File: src/rtl/sem_pkg.sv
package sem_pkg;

	localparam int LANES      = 4;
	localparam int MAX_WIDTH  = 2048;
	localparam int CHAN_W     = 8;
	localparam int PIX_W      = LANES * CHAN_W;
	localparam int COL_W      = $clog2(MAX_WIDTH);
	localparam int ROW_W      = 12;
	localparam int WCFG_W     = 12;
	localparam int NCFG_W     = 3;
	localparam int MAX_HEIGHT = 4095;
	localparam int ENERGY_W   = 15;
	localparam int G_W        = 11;
	localparam int S_W        = 21;
	localparam int FRAC_SH    = 16;
	localparam int SQ_STAGES  = 19;
	localparam int M_W        = SQ_STAGES;
	localparam int RAD_W      = 2 * SQ_STAGES;
	localparam int REM_W      = M_W + 4;
	localparam int SUM_W      = M_W + 2;
	localparam int Q_W        = SUM_W - 4;
	localparam int RECIP3     = 43691;
	localparam int RECIP_W    = 16;
	localparam int RECIP_SH   = 17;
	localparam int LAT        = SQ_STAGES + 4;

	localparam int CFG_IDX_W  = 2;
	localparam int CFG_DATA_W = 12;

	localparam logic [CFG_IDX_W-1:0] REG_IMAGE_WIDTH   = 2'd0;
	localparam logic [CFG_IDX_W-1:0] REG_IMAGE_HEIGHT  = 2'd1;
	localparam logic [CFG_IDX_W-1:0] REG_CHANNEL_COUNT = 2'd2;

	typedef logic [CHAN_W-1:0] chan_t;
	typedef logic [PIX_W-1:0] pix_t;
	typedef logic [2:0][2:0][CHAN_W-1:0] cwin_t;
	typedef logic [LANES-1:0][M_W-1:0] mag_t;

	typedef struct packed {
		logic             v;
		logic [ROW_W-1:0] row;
		logic [COL_W-1:0] col;
		logic             last;
	} meta_t;

endpackage

File: src/rtl/sem_isqrt.sv
module sem_isqrt (
	input  logic                      clk,
	input  logic                      en,
	input  logic [sem_pkg::S_W-1:0]   s,
	output logic [sem_pkg::M_W-1:0]   m
);

	typedef struct packed {
		logic [sem_pkg::REM_W-1:0] rem;
		logic [sem_pkg::M_W-1:0]   root;
		logic [sem_pkg::RAD_W-1:0] rad;
	} sq_t;

	function automatic sq_t sq_step(sq_t a);
		sq_t                       r;
		logic [sem_pkg::REM_W-1:0] cur;
		logic [sem_pkg::REM_W-1:0] t;
		cur = {a.rem[sem_pkg::REM_W-3:0], a.rad[sem_pkg::RAD_W-1 -: 2]};
		t   = {2'b00, a.root, 2'b01};
		r.rad = {a.rad[sem_pkg::RAD_W-3:0], 2'b00};
		if (cur >= t) begin
			r.rem  = cur - t;
			r.root = {a.root[sem_pkg::M_W-2:0], 1'b1};
		end else begin
			r.rem  = cur;
			r.root = {a.root[sem_pkg::M_W-2:0], 1'b0};
		end
		return r;
	endfunction

	sq_t st_in;
	sq_t st_s [1:sem_pkg::SQ_STAGES];

	always_comb begin
		st_in.rem  = '0;
		st_in.root = '0;
		st_in.rad  = {{(sem_pkg::RAD_W - sem_pkg::S_W - sem_pkg::FRAC_SH){1'b0}}, s,
			{sem_pkg::FRAC_SH{1'b0}}};
	end

	always_ff @(posedge clk) begin
		if (en) begin
			st_s[1] <= sq_step(st_in);
			for (int i = 2; i <= sem_pkg::SQ_STAGES; i++)
				st_s[i] <= sq_step(st_s[i-1]);
		end
	end

	assign m = st_s[sem_pkg::SQ_STAGES].root;

endmodule

File: src/rtl/sem_lane.sv
module sem_lane (
	input  logic                    clk,
	input  logic                    en,
	input  sem_pkg::cwin_t          p,
	output logic [sem_pkg::M_W-1:0] m
);

	logic signed [11:0]           gx_w, gy_w;
	logic signed [sem_pkg::G_W-1:0] gx_s1, gy_s1;
	logic signed [21:0]           sq_w;
	logic [sem_pkg::S_W-1:0]      s_s2;

	always_comb begin
		gx_w = $signed({4'b0, p[0][2]}) + $signed({3'b0, p[1][2], 1'b0}) + $signed({4'b0, p[2][2]})
			- $signed({4'b0, p[0][0]}) - $signed({3'b0, p[1][0], 1'b0}) - $signed({4'b0, p[2][0]});
		gy_w = $signed({4'b0, p[2][0]}) + $signed({3'b0, p[2][1], 1'b0}) + $signed({4'b0, p[2][2]})
			- $signed({4'b0, p[0][0]}) - $signed({3'b0, p[0][1], 1'b0}) - $signed({4'b0, p[0][2]});
		sq_w = gx_s1 * gx_s1 + gy_s1 * gy_s1;
	end

	always_ff @(posedge clk) begin
		if (en) begin
			gx_s1 <= gx_w[sem_pkg::G_W-1:0];
			gy_s1 <= gy_w[sem_pkg::G_W-1:0];
			s_s2  <= sq_w[sem_pkg::S_W-1:0];
		end
	end

	sem_isqrt u_isqrt (
		.clk (clk),
		.en  (en),
		.s   (s_s2),
		.m   (m)
	);

endmodule

File: config.mk
export PLATFORM = sky130hd
export DESIGN_NAME = sem_lane
export DESIGN_NICKNAME = d
export VERILOG_FILES = /design/src/rtl/sem_pkg.sv /design/src/rtl/sem_isqrt.sv /design/src/rtl/sem_lane.sv
export SDC_FILE = /design/constraint.sdc
export NUM_CORES = 2
export LEC_CHECK = 0
export ABC_AREA = 1
export ABC_CLOCK_PERIOD_IN_PS = 15850
export BUFFER_PORTS_ARGS = -buffer_cell sky130_fd_sc_hd__buf_2
export CAP_MARGIN = 15
export CORE_ASPECT_RATIO = 1.1
export CORE_MARGIN = 10
export CORE_UTILIZATION = 70
export DETAILED_ROUTE_END_ITERATION = 8
export GPL_TIMING_DRIVEN = 0
export HOLD_SLACK_MARGIN = 0.05
export PLACE_DENSITY = 0.88
export SKIP_CTS_REPAIR_TIMING = 1
export SLEW_MARGIN = 20
export SYNTH_ARGS = -nofsm -noshare
export SYNTH_HDL_FRONTEND = slang
export SYNTH_SLANG_ARGS = --single-unit
File: constraint.sdc
create_clock -name clk -period 15.85 [get_ports clk]
set_clock_uncertainty 0.15 [all_clocks]
set_input_delay 2.3775 -clock clk [delete_from_list [all_inputs] [get_ports clk]]
set_output_delay 2.3775 -clock clk [all_outputs]
set_load 0.005 [all_outputs]
==> impl_metrics.csv <==
group,metric,value,unit
sta,slew_headroom,54.7,%
critical_path,crit_buf_inv,7,
hold_path,worstHoldPathType,"reg2reg",
placed_design,portBuffers,84,
logic_synthesis,synth_edf_count,684,
routing,drt_iter0_drc,3059,
critical_path,crit_top_cell,"fa_1",
logic_synthesis,syn_area,0.0490,mm²
cts,cts.clk_slew.worst_paths,60,ps
critical_path,critPathTopFamily,"adder cells",
logic_synthesis,synth_ff_type,"edfxtp_1",
layout,utilization,76.8,%
routing,ant_nets,0,
layout,final_cell_count_no_fill,6430,
critical_path,max_stage_delay,640,ps
placed_design,routabilityCongestion,0.974,
routing,avgRoutedWirePerCell,17.6,µm
logic_synthesis,seq_area_frac_synth,41.9,%
floorplan,design.die.area,0.0810,mm²
sta,setup_violations,0,
layout,final_cell_mix,"1129 x nand2_1, 979 x inv_1, 684 x edfxtp_1, 447 x nor2_1, 302 x ha_1",
layout,fillers,4705,
outcome,status,"finished clean",
critical_path,path_cells,"clkbuf_1 -> nand2_1 -> fa_1 -> inv_1 -> fa_1 -> buf_2 -> inv_1 -> fa_1 -> inv_1 -> fa_1 -> inv_1 -> fa_1 -> fa_1 -> fa_1 -> inv_1 -> ha_1 -> nand2_1 -> nor2_1 -> a211oi_1 -> nand2_1 -> nand3_1 -> nand2_1",
layout,drive_gt1_share,7.67,%
critical_path,cp.arrival,7240,ps
cts,cts_root_buf,"clkbuf_16",
cts,insertion_delay,620,ps
floorplan,die_y,297,µm
floorplan,ios,93,
floorplan,rows,101,
global_routing,grt-ovfl-total,0,
routing,first_pass_iters,6,
layout,final_common_cell,"nand2_1",
logic_synthesis,synth_cell_type_count,60,
layout,fin_nets,6118,
global_routing,first_global_vias,37400,
logic_synthesis,ys_warn_count,0,
floorplan,initial_core_util,70.7,%
critical_path,worstPathRequired,16050,ps
global_routing,grt_pass1_wl,185000,µm
critical_path,cp-start-kind,"flip-flop",
global_routing,grt_max_degree,109,
placed_design,placed_cells,6303,
cts,clock_sinks,684,
placed_design,post-dp-hpwl,90000,µm
sta,rsz0062_at_grt,"false",
routing,routed_via_density,5.67,
critical_path,crit_path_end_kind,"flip-flop",
routing,wl,113000,µm
critical_path,critPathMaxFanout,10,
sta,finalMaxSlewViolations,0,
floorplan,die_w,272,µm
sta,setup_tns,0,ps
placed_design,dpl_worst_slack,8860,ps
logic_synthesis,async_reset_ff_share,0,%
sta,setup_slack,8810,ps
sta,min_period,7040,ps
layout,antenna_cells,0,
critical_path,cp_slowest_cell,"fa_1",
routing,vias,36400,
sta,fin_crit_sh,44.4,%
job,drv_cap,0,
logic_synthesis,avgSynthCellArea,9.27,µm²
cts,htreeDepth,3,
cts,clock_path_buffers,3,
critical_path,path_class,"reg2reg",
layout,syn_to_final_growth,8.51,%
logic_synthesis,synth_nets,5954,
logic_synthesis,syn_inst,5285,
global_routing,antenna_found_initial,3,
cts,cts_made_buffers,71,
sta,fmax,142,MHz
global_routing,track_usage,28.2,%
sta,hold_violations,0,
floorplan,coreArea,0.0693,mm²
routing,drc,0,
cts,cts_tree,"done",
logic_synthesis,ys_seq_elements,684,
sta,max_slew.worst_pin.slew,680,ps
## path summary, 6_finish.rpt
| check | start | endpoint | slack (ps) | cells after the start |
|---|---|---|---|---|
| max | gy_s1[2] | s_s2[20] | 8810 | 22 |
| min | u_isqrt.st_s[0][106] | u_isqrt.st_s[0][186] | 260 | 0 |
| max reg2reg | gy_s1[2] | s_s2[20] | 8810 | 22 |
| min reg2reg | u_isqrt.st_s[0][106] | u_isqrt.st_s[0][186] | 260 | 0 |
## registers in the layout (all words and copies together), names as in the netlist
register,flops
gx_s1,11
s_s2,21
u_isqrt.st_s,641
gy_s1,11
## synthesized netlist by cell type, types with 46 or more instances
| cell type | number | area (µm²) |
|---|---|---|
| ha_1 | 302 | 3780 |
| nor2_1 | 447 | 1680 |
| nand3_1 | 233 | 1170 |
| a21oi_1 | 271 | 1360 |
| nand2_1 | 1129 | 4240 |
| o21ai_0 | 159 | 796 |
| inv_1 | 979 | 3670 |
| nor3_1 | 47 | 235 |
| nand4_1 | 70 | 438 |
| xor2_1 | 107 | 937 |
| fa_1 | 293 | 5870 |
| o21ai_1 | 46 | 230 |
| edfxtp_1 | 684 | 20500 |
| xnor2_1 | 119 | 1040 |
## cell type report
cell class                 instances  area, µm²  area share [%]
inverter                         997       3750            7.06
multi-input combinational       3522      24100            45.4
buffer                            82        572            1.08
sequential                       684      20500            38.6
clock inverter                    50        587            1.10
timing repair buffer              91        623            1.17
tap                              927       1160            2.18
clock buffer                      77       1800            3.38
## per-layer routing
layer | vias to the layer above | track usage (%) | wire (µm)
met5 | - | 0 | 9
met4 | 2 | 12.2 | 4980
met3 | 312 | 4.08 | 7700
met2 | 1364 | 48.2 | 55400
met1 | 17300 | 35.4 | 45100
li1 | 17500 | - | -
## cell families after synthesis
family | share of synthesized area [%]
buffers and inverters | 8.83
other | 0.00765
adders and majority gates | 19.7
AOI/OAI and AO/OA | 7.41
xor gates and xnor gates | 4.04
DFF | 41.9
and+or+nand+nor | 18.1
## worst register-to-register path: cells and delay by family (launching register included)
family | cells | cell delay (ps)
buf+inv | 7 | 1160
fa+ha+maj | 8 | 3890
flops | 1 | 550
simple gates | 6 | 860
compound gates | 1 | 220
## through the flow
step	cell area (µm²)	hold slack, ps
after floorplan	49000	250
after global placement	50600	251
after detailed placement	50800	255
after CTS	53200	261
after global routing	53200	268
final	53200	262
Power is left out: the tool's default activity adds up to more than one toggle a clock period on the data nets, which glitch-free logic cannot reach.
