$ cat config.mk
export PLATFORM = sky130hd
export DESIGN_NAME = sem_merge
export DESIGN_NICKNAME = d
export VERILOG_FILES = /design/src/rtl/sem_pkg.sv /design/src/rtl/sem_merge.sv
export SDC_FILE = /design/constraint.sdc
export NUM_CORES = 1
export LEC_CHECK = 0
export BUFFER_PORTS_ARGS = -buffer_cell sky130_fd_sc_hd__buf_4
export CAP_MARGIN = 20
export CORE_UTILIZATION = 60
export DETAILED_ROUTE_END_ITERATION = 8
export PLACE_DENSITY = 0.81
export SETUP_SLACK_MARGIN = 0.1
export SYNTH_ARGS = -nofsm -noshare
export SYNTH_HDL_FRONTEND = slang
export SYNTH_SLANG_ARGS = --single-unit
$ cat constraint.sdc
create_clock -name clk -period 23.8 [get_ports clk]
set_clock_uncertainty 0.2 [all_clocks]
set_input_delay 3.57 -clock clk [delete_from_list [all_inputs] [get_ports clk]]
set_output_delay 3.57 -clock clk [all_outputs]
set_load 0.05 [all_outputs]
$ cat src/rtl/sem_pkg.sv
package sem_pkg;

	localparam int LANES      = 4;
	localparam int MAX_WIDTH  = 2048;
	localparam int CHAN_W     = 8;
	localparam int PIX_W      = LANES * CHAN_W;
	localparam int COL_W      = $clog2(MAX_WIDTH);
	localparam int ROW_W      = 12;
	localparam int WCFG_W     = 12;
	localparam int NCFG_W     = 3;
	localparam int MAX_HEIGHT = 4095;
	localparam int ENERGY_W   = 15;
	localparam int G_W        = 11;
	localparam int S_W        = 21;
	localparam int FRAC_SH    = 16;
	localparam int SQ_STAGES  = 19;
	localparam int M_W        = SQ_STAGES;
	localparam int RAD_W      = 2 * SQ_STAGES;
	localparam int REM_W      = M_W + 4;
	localparam int SUM_W      = M_W + 2;
	localparam int Q_W        = SUM_W - 4;
	localparam int RECIP3     = 43691;
	localparam int RECIP_W    = 16;
	localparam int RECIP_SH   = 17;
	localparam int LAT        = SQ_STAGES + 4;

	localparam int CFG_IDX_W  = 2;
	localparam int CFG_DATA_W = 12;

	localparam logic [CFG_IDX_W-1:0] REG_IMAGE_WIDTH   = 2'd0;
	localparam logic [CFG_IDX_W-1:0] REG_IMAGE_HEIGHT  = 2'd1;
	localparam logic [CFG_IDX_W-1:0] REG_CHANNEL_COUNT = 2'd2;

	typedef logic [CHAN_W-1:0] chan_t;
	typedef logic [PIX_W-1:0] pix_t;
	typedef logic [2:0][2:0][CHAN_W-1:0] cwin_t;
	typedef logic [LANES-1:0][M_W-1:0] mag_t;

	typedef struct packed {
		logic             v;
		logic [ROW_W-1:0] row;
		logic [COL_W-1:0] col;
		logic             last;
	} meta_t;

endpackage

$ cat src/rtl/sem_merge.sv
module sem_merge (
	input  logic                         clk,
	input  logic                         en,
	input  sem_pkg::mag_t                mag,
	input  logic [sem_pkg::NCFG_W-1:0]   n_eff,
	output logic [sem_pkg::ENERGY_W-1:0] energy
);

	logic [sem_pkg::SUM_W-1:0]              sum_w, sum_s1;
	logic [sem_pkg::Q_W-1:0]                q;
	logic [sem_pkg::Q_W+sem_pkg::RECIP_W-1:0] prod;
	logic [sem_pkg::Q_W-1:0]                e_w;

	always_comb begin
		sum_w = '0;
		for (int k = 0; k < sem_pkg::LANES; k++)
			if (k < int'(n_eff))
				sum_w = sum_w + sem_pkg::SUM_W'(mag[k]);
		q    = sum_s1[sem_pkg::SUM_W-1:4];
		prod = q * sem_pkg::RECIP_W'(sem_pkg::RECIP3);
		case (n_eff)
			3'd1:    e_w = q;
			3'd2:    e_w = q >> 1;
			3'd3:    e_w = sem_pkg::Q_W'(prod >> sem_pkg::RECIP_SH);
			default: e_w = q >> 2;
		endcase
	end

	always_ff @(posedge clk) begin
		if (en) begin
			sum_s1 <= sum_w;
			energy <= e_w[sem_pkg::ENERGY_W-1:0];
		end
	end

endmodule

==> summary.txt, run 1 <==
Clock network
  – CTS tree: yes
  – Post-CTS Resized: 0
  – Clock Tree Buf Depth: 2
  – Clock sink count: 32
  – Root Driver: clkbuf_16
  – Clock Pin Slew Worst Setup and Hold Paths: about 0.050 ns
  – CTS H-tree lvls: 2
  – Post-CTS setup buffers: 0
  – Clk_lat worst skew: ~0.28 ns
  – CTS Buf Count: 5
  – CTS hold repair buffers: 0

Setup path
  – CP required: about 24 ns
  – Reg2Reg Depth: 19
  – Worst Path Arrival: 10.66 ns
  – Most used cell, CP: a21oi_1
  – CP max FO: 41
  – WS Path Type: in -> reg
  – CP peak stage delay: 0.68 ns
  – Slowest CP cell: or3_1
  – Critical Path Source Type: primary input
  – Crit end category: register

Synthesis
  – Mapped Area: 9261 um^2
  – Avg Inst Size Synth: 8.762 um^2
  – Synth Flop Type: edfxtp_1
  – Top-count cell post-synth: inv_1
  – Post-synth net total: 1407
  – Synth warn: 0
  – Yosys top cell by area: ha_1
  – Count of cell types in the netlist: roughly 70
  – Yosys reg bits: 32
  – Post-synth EDFFs: 32
  – Post-synth top cells: 183 x inv_1, 179 x ha_1, 90 x fa_1
  – Synth top area share: 24.18%
  – Post-synth ARST share: 0%
  – Top cells by area, synth: ha_1 24%, fa_1 19%, edfxtp_1 10%
  – Seq/Total Area, Yosys: around 10%
  – Cells after Synth: 1057

Final layout
  – Sequential cell area: 960.9 um^2
  – N_diodes: 0
  – Nets: 1484
  – Syn-to-layout area delta: 10.81%
  – Finished Layout Cells: 1323
  – Fill count: 1221
  – Layout cells sized above 1: 11.63%
  – Multi-input logic area: 7476 um^2

STA
  – Max Slew Vio Count: 0
  – Setup violators final: 0
  – Fmax: 93.18 MHz
  – Hold Vio Cnt, Final: 0
  – Setup TNS: 0 ns
  – Fin crit share: 45.09%
  – Relative slew slack: 41.44%
  – RSZ-0062 raised after global routing: false
  – Worst slew pin tran: 0.8752 ns
  – Final min period: 10.73 ns

Detailed routing
  – Detail Route Antenna Nets: 0
  – Routed vias: 7894
  – DR iter-0 viols: ~490
  – Drc violations: 0
  – Number of vias per cell: between 5 and 6
  – WL final: 22810 um
  – Routed wire length per instance: between 15 and 20 um
  – Drt first pass iters: 7

Global routing
  – Gr ovfl total: 0
  – Pin count of the biggest net entering global routing: 42
  – Total track usage: 30.18%
  – Initial antenna violation count: 0
  – First-pass GRT wire length: 38220 um
  – Vias in the first global route: 8259

Floorplan
  – Core area: 15150 um^2
  – Starting density of the core: 61.15%
  – Top Ports: 96
  – Die W: 126.2 um
  – # rows: 45
  – Die extent in y: 126.2 um
  – Full die area: 15940 um^2

Min path
  – Min-delay worst type: reg -> reg
  – Hold Path Depth: 2

Placement
  – DPL Wire Length: between 15000 and 20000 um
  – Post-Place Cells: 1315
  – Routability congestion estimate: 0.9360
  – I/O Buffers: between 90 and 100

Flow run
  – Max-cap violations: 0

Run status
  – Status: finished clean
cell usage in the layout (no fill, tap or decap), types with 21 or more instances in the layout:
cell and n:
a21o_1 22, a21oi_1 65, buf_4 98, edfxtp_1 32, fa_1 90, ha_1 179
inv_1 183, nand2_1 67, nor2_1 52, o21ai_0 50, xnor2_1 34, xor2_1 21
layout make-up:
type | instances | area share, %
timing repair buffer | 98 | 7.169
sequential | 32 | 9.364
clock buffer | 5 | 1.219
clock inverter | 3 | 0.4145
inverter | 183 | 6.694
tap | 188 | 2.292
multi-input combinational | 814 | 72.85
critical path: cells and delay by family:
family,cells,cell delay (ns)
AOI/OAI and AO/OA,16,3.05
adders and majority gates,4,1.13
and+or+nand+nor,8,1.79
xor gates and xnor gates,2,0.35
muxes,1,0.22
buffers and inverters,3,0.50
sequential cells by signal (all words and copies together), names as in the netlist:
signal,flops
energy,15
sum_s1,17
cells by family after synthesis:
| family | share of synthesized area (%) |
|---|---|
| fa+ha+maj | 44.42 |
| compound gates | 18.36 |
| simple gates | 11.20 |
| buf+inv | 8.903 |
| xor+xnor | 5.201 |
| flops | 10.38 |
| mux | 1.540 |
metrics by stage:
| stage | hold WS [ns] | cell area, um^2 | setup slack (ns) | util [%] |
|---|---|---|---|---|
| final | 0.5897 | 10260 | 13.07 | 67.76 |
| after global placement | 0.5386 | 10090 | 13.08 | 66.65 |
| after global routing | 0.6117 | 10260 | 12.35 | 67.76 |
| after CTS | 0.5693 | 10260 | 13.08 | 67.76 |
| after detailed placement | 0.5539 | 10090 | 12.83 | 66.65 |
| after floorplan | 0.4282 | 9261 | 13.76 | - |
path summary, 6_finish.rpt:
| kind | start | to | slack, ns |
|---|---|---|---|
| min | sum_s1[18]$_DFFE_PP_ | energy[12]$_DFFE_PP_ | 0.59 |
| min reg2reg | sum_s1[18]$_DFFE_PP_ | energy[12]$_DFFE_PP_ | 0.59 |
| max reg2reg | sum_s1[10]$_DFFE_PP_ | energy[11]$_DFFE_PP_ | 17.20 |
| max | n_eff[2] | sum_s1[19]$_DFFE_PP_ | 13.07 |
layer usage:
metal	part of all wire [%]	GRT usage [%]
met1	41	35.89
met2	50	54.92
met3	5.0	2.889
met4	4.0	13.75
met5	0	0
Power of run 1 is not shown: default switching activity piles up to over one toggle a cycle in this logic, so the estimate is an artifact.
==> run 2: changes to the inputs <==
==> constraint.sdc (replaced) <==
create_clock -name clk -period 11.1 [get_ports clk]
set_clock_uncertainty 0.2 [all_clocks]
set_input_delay 1.665 -clock clk [delete_from_list [all_inputs] [get_ports clk]]
set_output_delay 1.665 -clock clk [all_outputs]
set_load 0.05 [all_outputs]
==> summary.txt, run 2 (synthesis gave the netlist of run 1 again) <==
Global routing
  – Total track usage: 29.83% (-0.35 points)
  – M3 GR Usage: 1.954% (-0.93 points)
  – Met1 Use GR: 35.81% (-0.081 points)
  – Met2 Use GR: 55.93% (+1.0 points)
  – Grt peak-use layer: met2
  – Vias in the first global route: 8161 (-1.2%)
  – Pin count of the biggest net entering global routing: 42 (unchanged)
  – Gr ovfl total: 0 (unchanged)
  – Initial antenna violation count: 0 (unchanged)
  – First-pass GRT wire length: 37940 um (-0.72%)

Floorplan
  – Starting density of the core: 61.15% (unchanged)
  – Die W: 126.2 um (unchanged)
  – Top Ports: 96 (unchanged)
  – # rows: 45 (unchanged)
  – Core area: 15150 um^2 (unchanged)
  – Full die area: 15940 um^2 (unchanged)
  – Die extent in y: 126.2 um (unchanged)

Final layout
  – Top reg by flops: sum_s1
  – Syn-to-layout area delta: 10.81% (unchanged)
  – N_diodes: 0 (unchanged)
  – Biggest regs: sum_s1 (17), energy (15)
  – Layout cells sized above 1: 11.63% (unchanged)
  – Max reg flops: 17 (unchanged)
  – Most common cell after layout, fill and taps aside: inv_1
  – Commonest non-fill, non-tap cells in the layout: 183 x inv_1, 179 x ha_1, 98 x buf_4
  – Post-route cell area: 10260 um^2 (unchanged)
  – Nets: 1484 (unchanged)

Clock network
  – Root Driver: clkbuf_16
  – Clock Tree Buf Depth: 2 (unchanged)
  – Clock sink count: 32 (unchanged)
  – CTS tree: yes
  – Post-CTS Resized: 0 (unchanged)
  – CTS hold repair buffers: 0 (unchanged)
  – Clk_lat worst skew: 0.28 ns (about the same)
  – Clock Pin Slew Worst Setup and Hold Paths: 0.05 ns (about the same)
  – Post-CTS setup buffers: 0 (unchanged)
  – CTS Buf Count: 5 (unchanged)
  – CTS H-tree lvls: 2 (unchanged)

Placement
  – DPL Wire Length: 19310 um (-0.16%)
  – Routability congestion estimate: 0.9361 (about the same)
  – I/O Buffers: 95 (unchanged)
  – Post-DP Area: 10090 um^2 (unchanged)

Setup path
  – RR Startpoint: sum_s1[10]$_DFFE_PP_
  – CP peak stage delay: 0.68 ns (about the same)
  – Register-to-register setup slack: 4.50 ns (-12.70 ns)
  – Crit end category: register
  – Worst flop-to-flop path endpoint: energy[11]$_DFFE_PP_
  – WS Path Type: in -> reg
  – Reg2Reg Depth: 19 (unchanged)
  – Worst Path Arrival: 8.82 ns (-1.84 ns)
  – Slowest CP cell: or3_1
  – CP required: 11.02 ns (-12.71 ns)
  – Critical Path Source Type: primary input
  – CP max FO: 41 (unchanged)

STA
  – Relative slew slack: 42.01% (+0.57 points)
  – Worst slew pin tran: 0.8667 ns (-0.008495 ns)
  – Fmax: 112.4 MHz
  – Max Slew Vio Count: 0 (unchanged)
  – Setup TNS: 0 ns (unchanged)
  – RSZ-0062 raised after global routing: false
  – Hold Vio Cnt, Final: 0 (unchanged)
  – Setup violators final: 0 (unchanged)
  – Final min period: 8.899 ns
  – Fin crit share: between 80% and 90%

Run status
  – Status: finished clean

Detailed routing
  – Drt first pass iters: 5 (-2)
  – Detail Route Antenna Nets: 0 (unchanged)
  – Drc violations: 0 (unchanged)
  – WL final: 22640 um (-0.77%)
  – Number of vias per cell: 5.973 (+0.10%)
  – Routed vias: 7902 (+0.10%)
  – DR iter-0 viols: 480 (-2.4%)
  – Routed wire length per instance: 17.11 um (-0.77%)

Min path
  – Worst hold start: sum_s1[18]$_DFFE_PP_
  – Worst Hold End: energy[12]$_DFFE_PP_
  – Min-delay worst type: reg -> reg
  – Hold Path Depth: 2 (unchanged)

Flow run
  – Max-cap violations: 0 (unchanged)
run 2: cell counts in the layout (fill, tap and decap cells not counted):
Identical to the previous run, type by type.
run 2: cell type report:
class	count	area [um^2]
Clock buffer	5	125.1
Clock inverter	3	42.54
Fill cell	1232	4883
Inverter	183	686.9
Multi-Input combinational cell	814	7476
Sequential cell	32	960.9
Tap cell	188	235.2
Timing Repair Buffer	98	735.7
run 2: worst max path at each step:
stage,start,to,slack [ns]
3_3_place_gp,n_eff[2],sum_s1[19]$_DFFE_PP_,2.29
2_1_floorplan,n_eff[0],sum_s1[19]$_DFFE_PP_,2.97
3_5_place_dp,n_eff[2],sum_s1[19]$_DFFE_PP_,2.03
6_report,n_eff[2],sum_s1[19]$_DFFE_PP_,2.20
5_1_grt,n_eff[2],sum_s1[14]$_DFFE_PP_,1.45
4_1_cts,n_eff[2],sum_s1[19]$_DFFE_PP_,2.27
run 2: through the flow:
stage / std cells / util (%) / worst slack, ns / hold slack (ns)
5_1_grt: 1323 / 67.76 / 1.448 / 0.6147
3_3_place_gp: 1315 / 66.65 / 2.289 / 0.5386
6_report: 1323 / 67.76 / 2.201 / 0.5803
2_1_floorplan: 1057 / - / 2.968 / 0.4282
4_1_cts: 1323 / 67.76 / 2.272 / 0.5683
3_5_place_dp: 1315 / 66.65 / 2.027 / 0.5529
run 2: routing by layer:
| metal | vias to the layer above | part of all wire [%] |
|---|---|---|
| li1 | 3822 | - |
| met1 | 3756 | 41 |
| met2 | 280 | 51 |
| met3 | 44 | 5.0 |
| met4 | 0 | 2.8 |
| met5 | - | 0 |
run 2: worst max-delay path: cells and delay by family:
family / cells / cell delay, ns
buf+inv: 3 / 0.52
simple gates: 10 / 2.22
xor+xnor: 2 / 0.34
compound gates: 14 / 2.69
mux: 1 / 0.23
fa+ha+maj: 4 / 1.16
Power of run 2 is left out for the same reason.
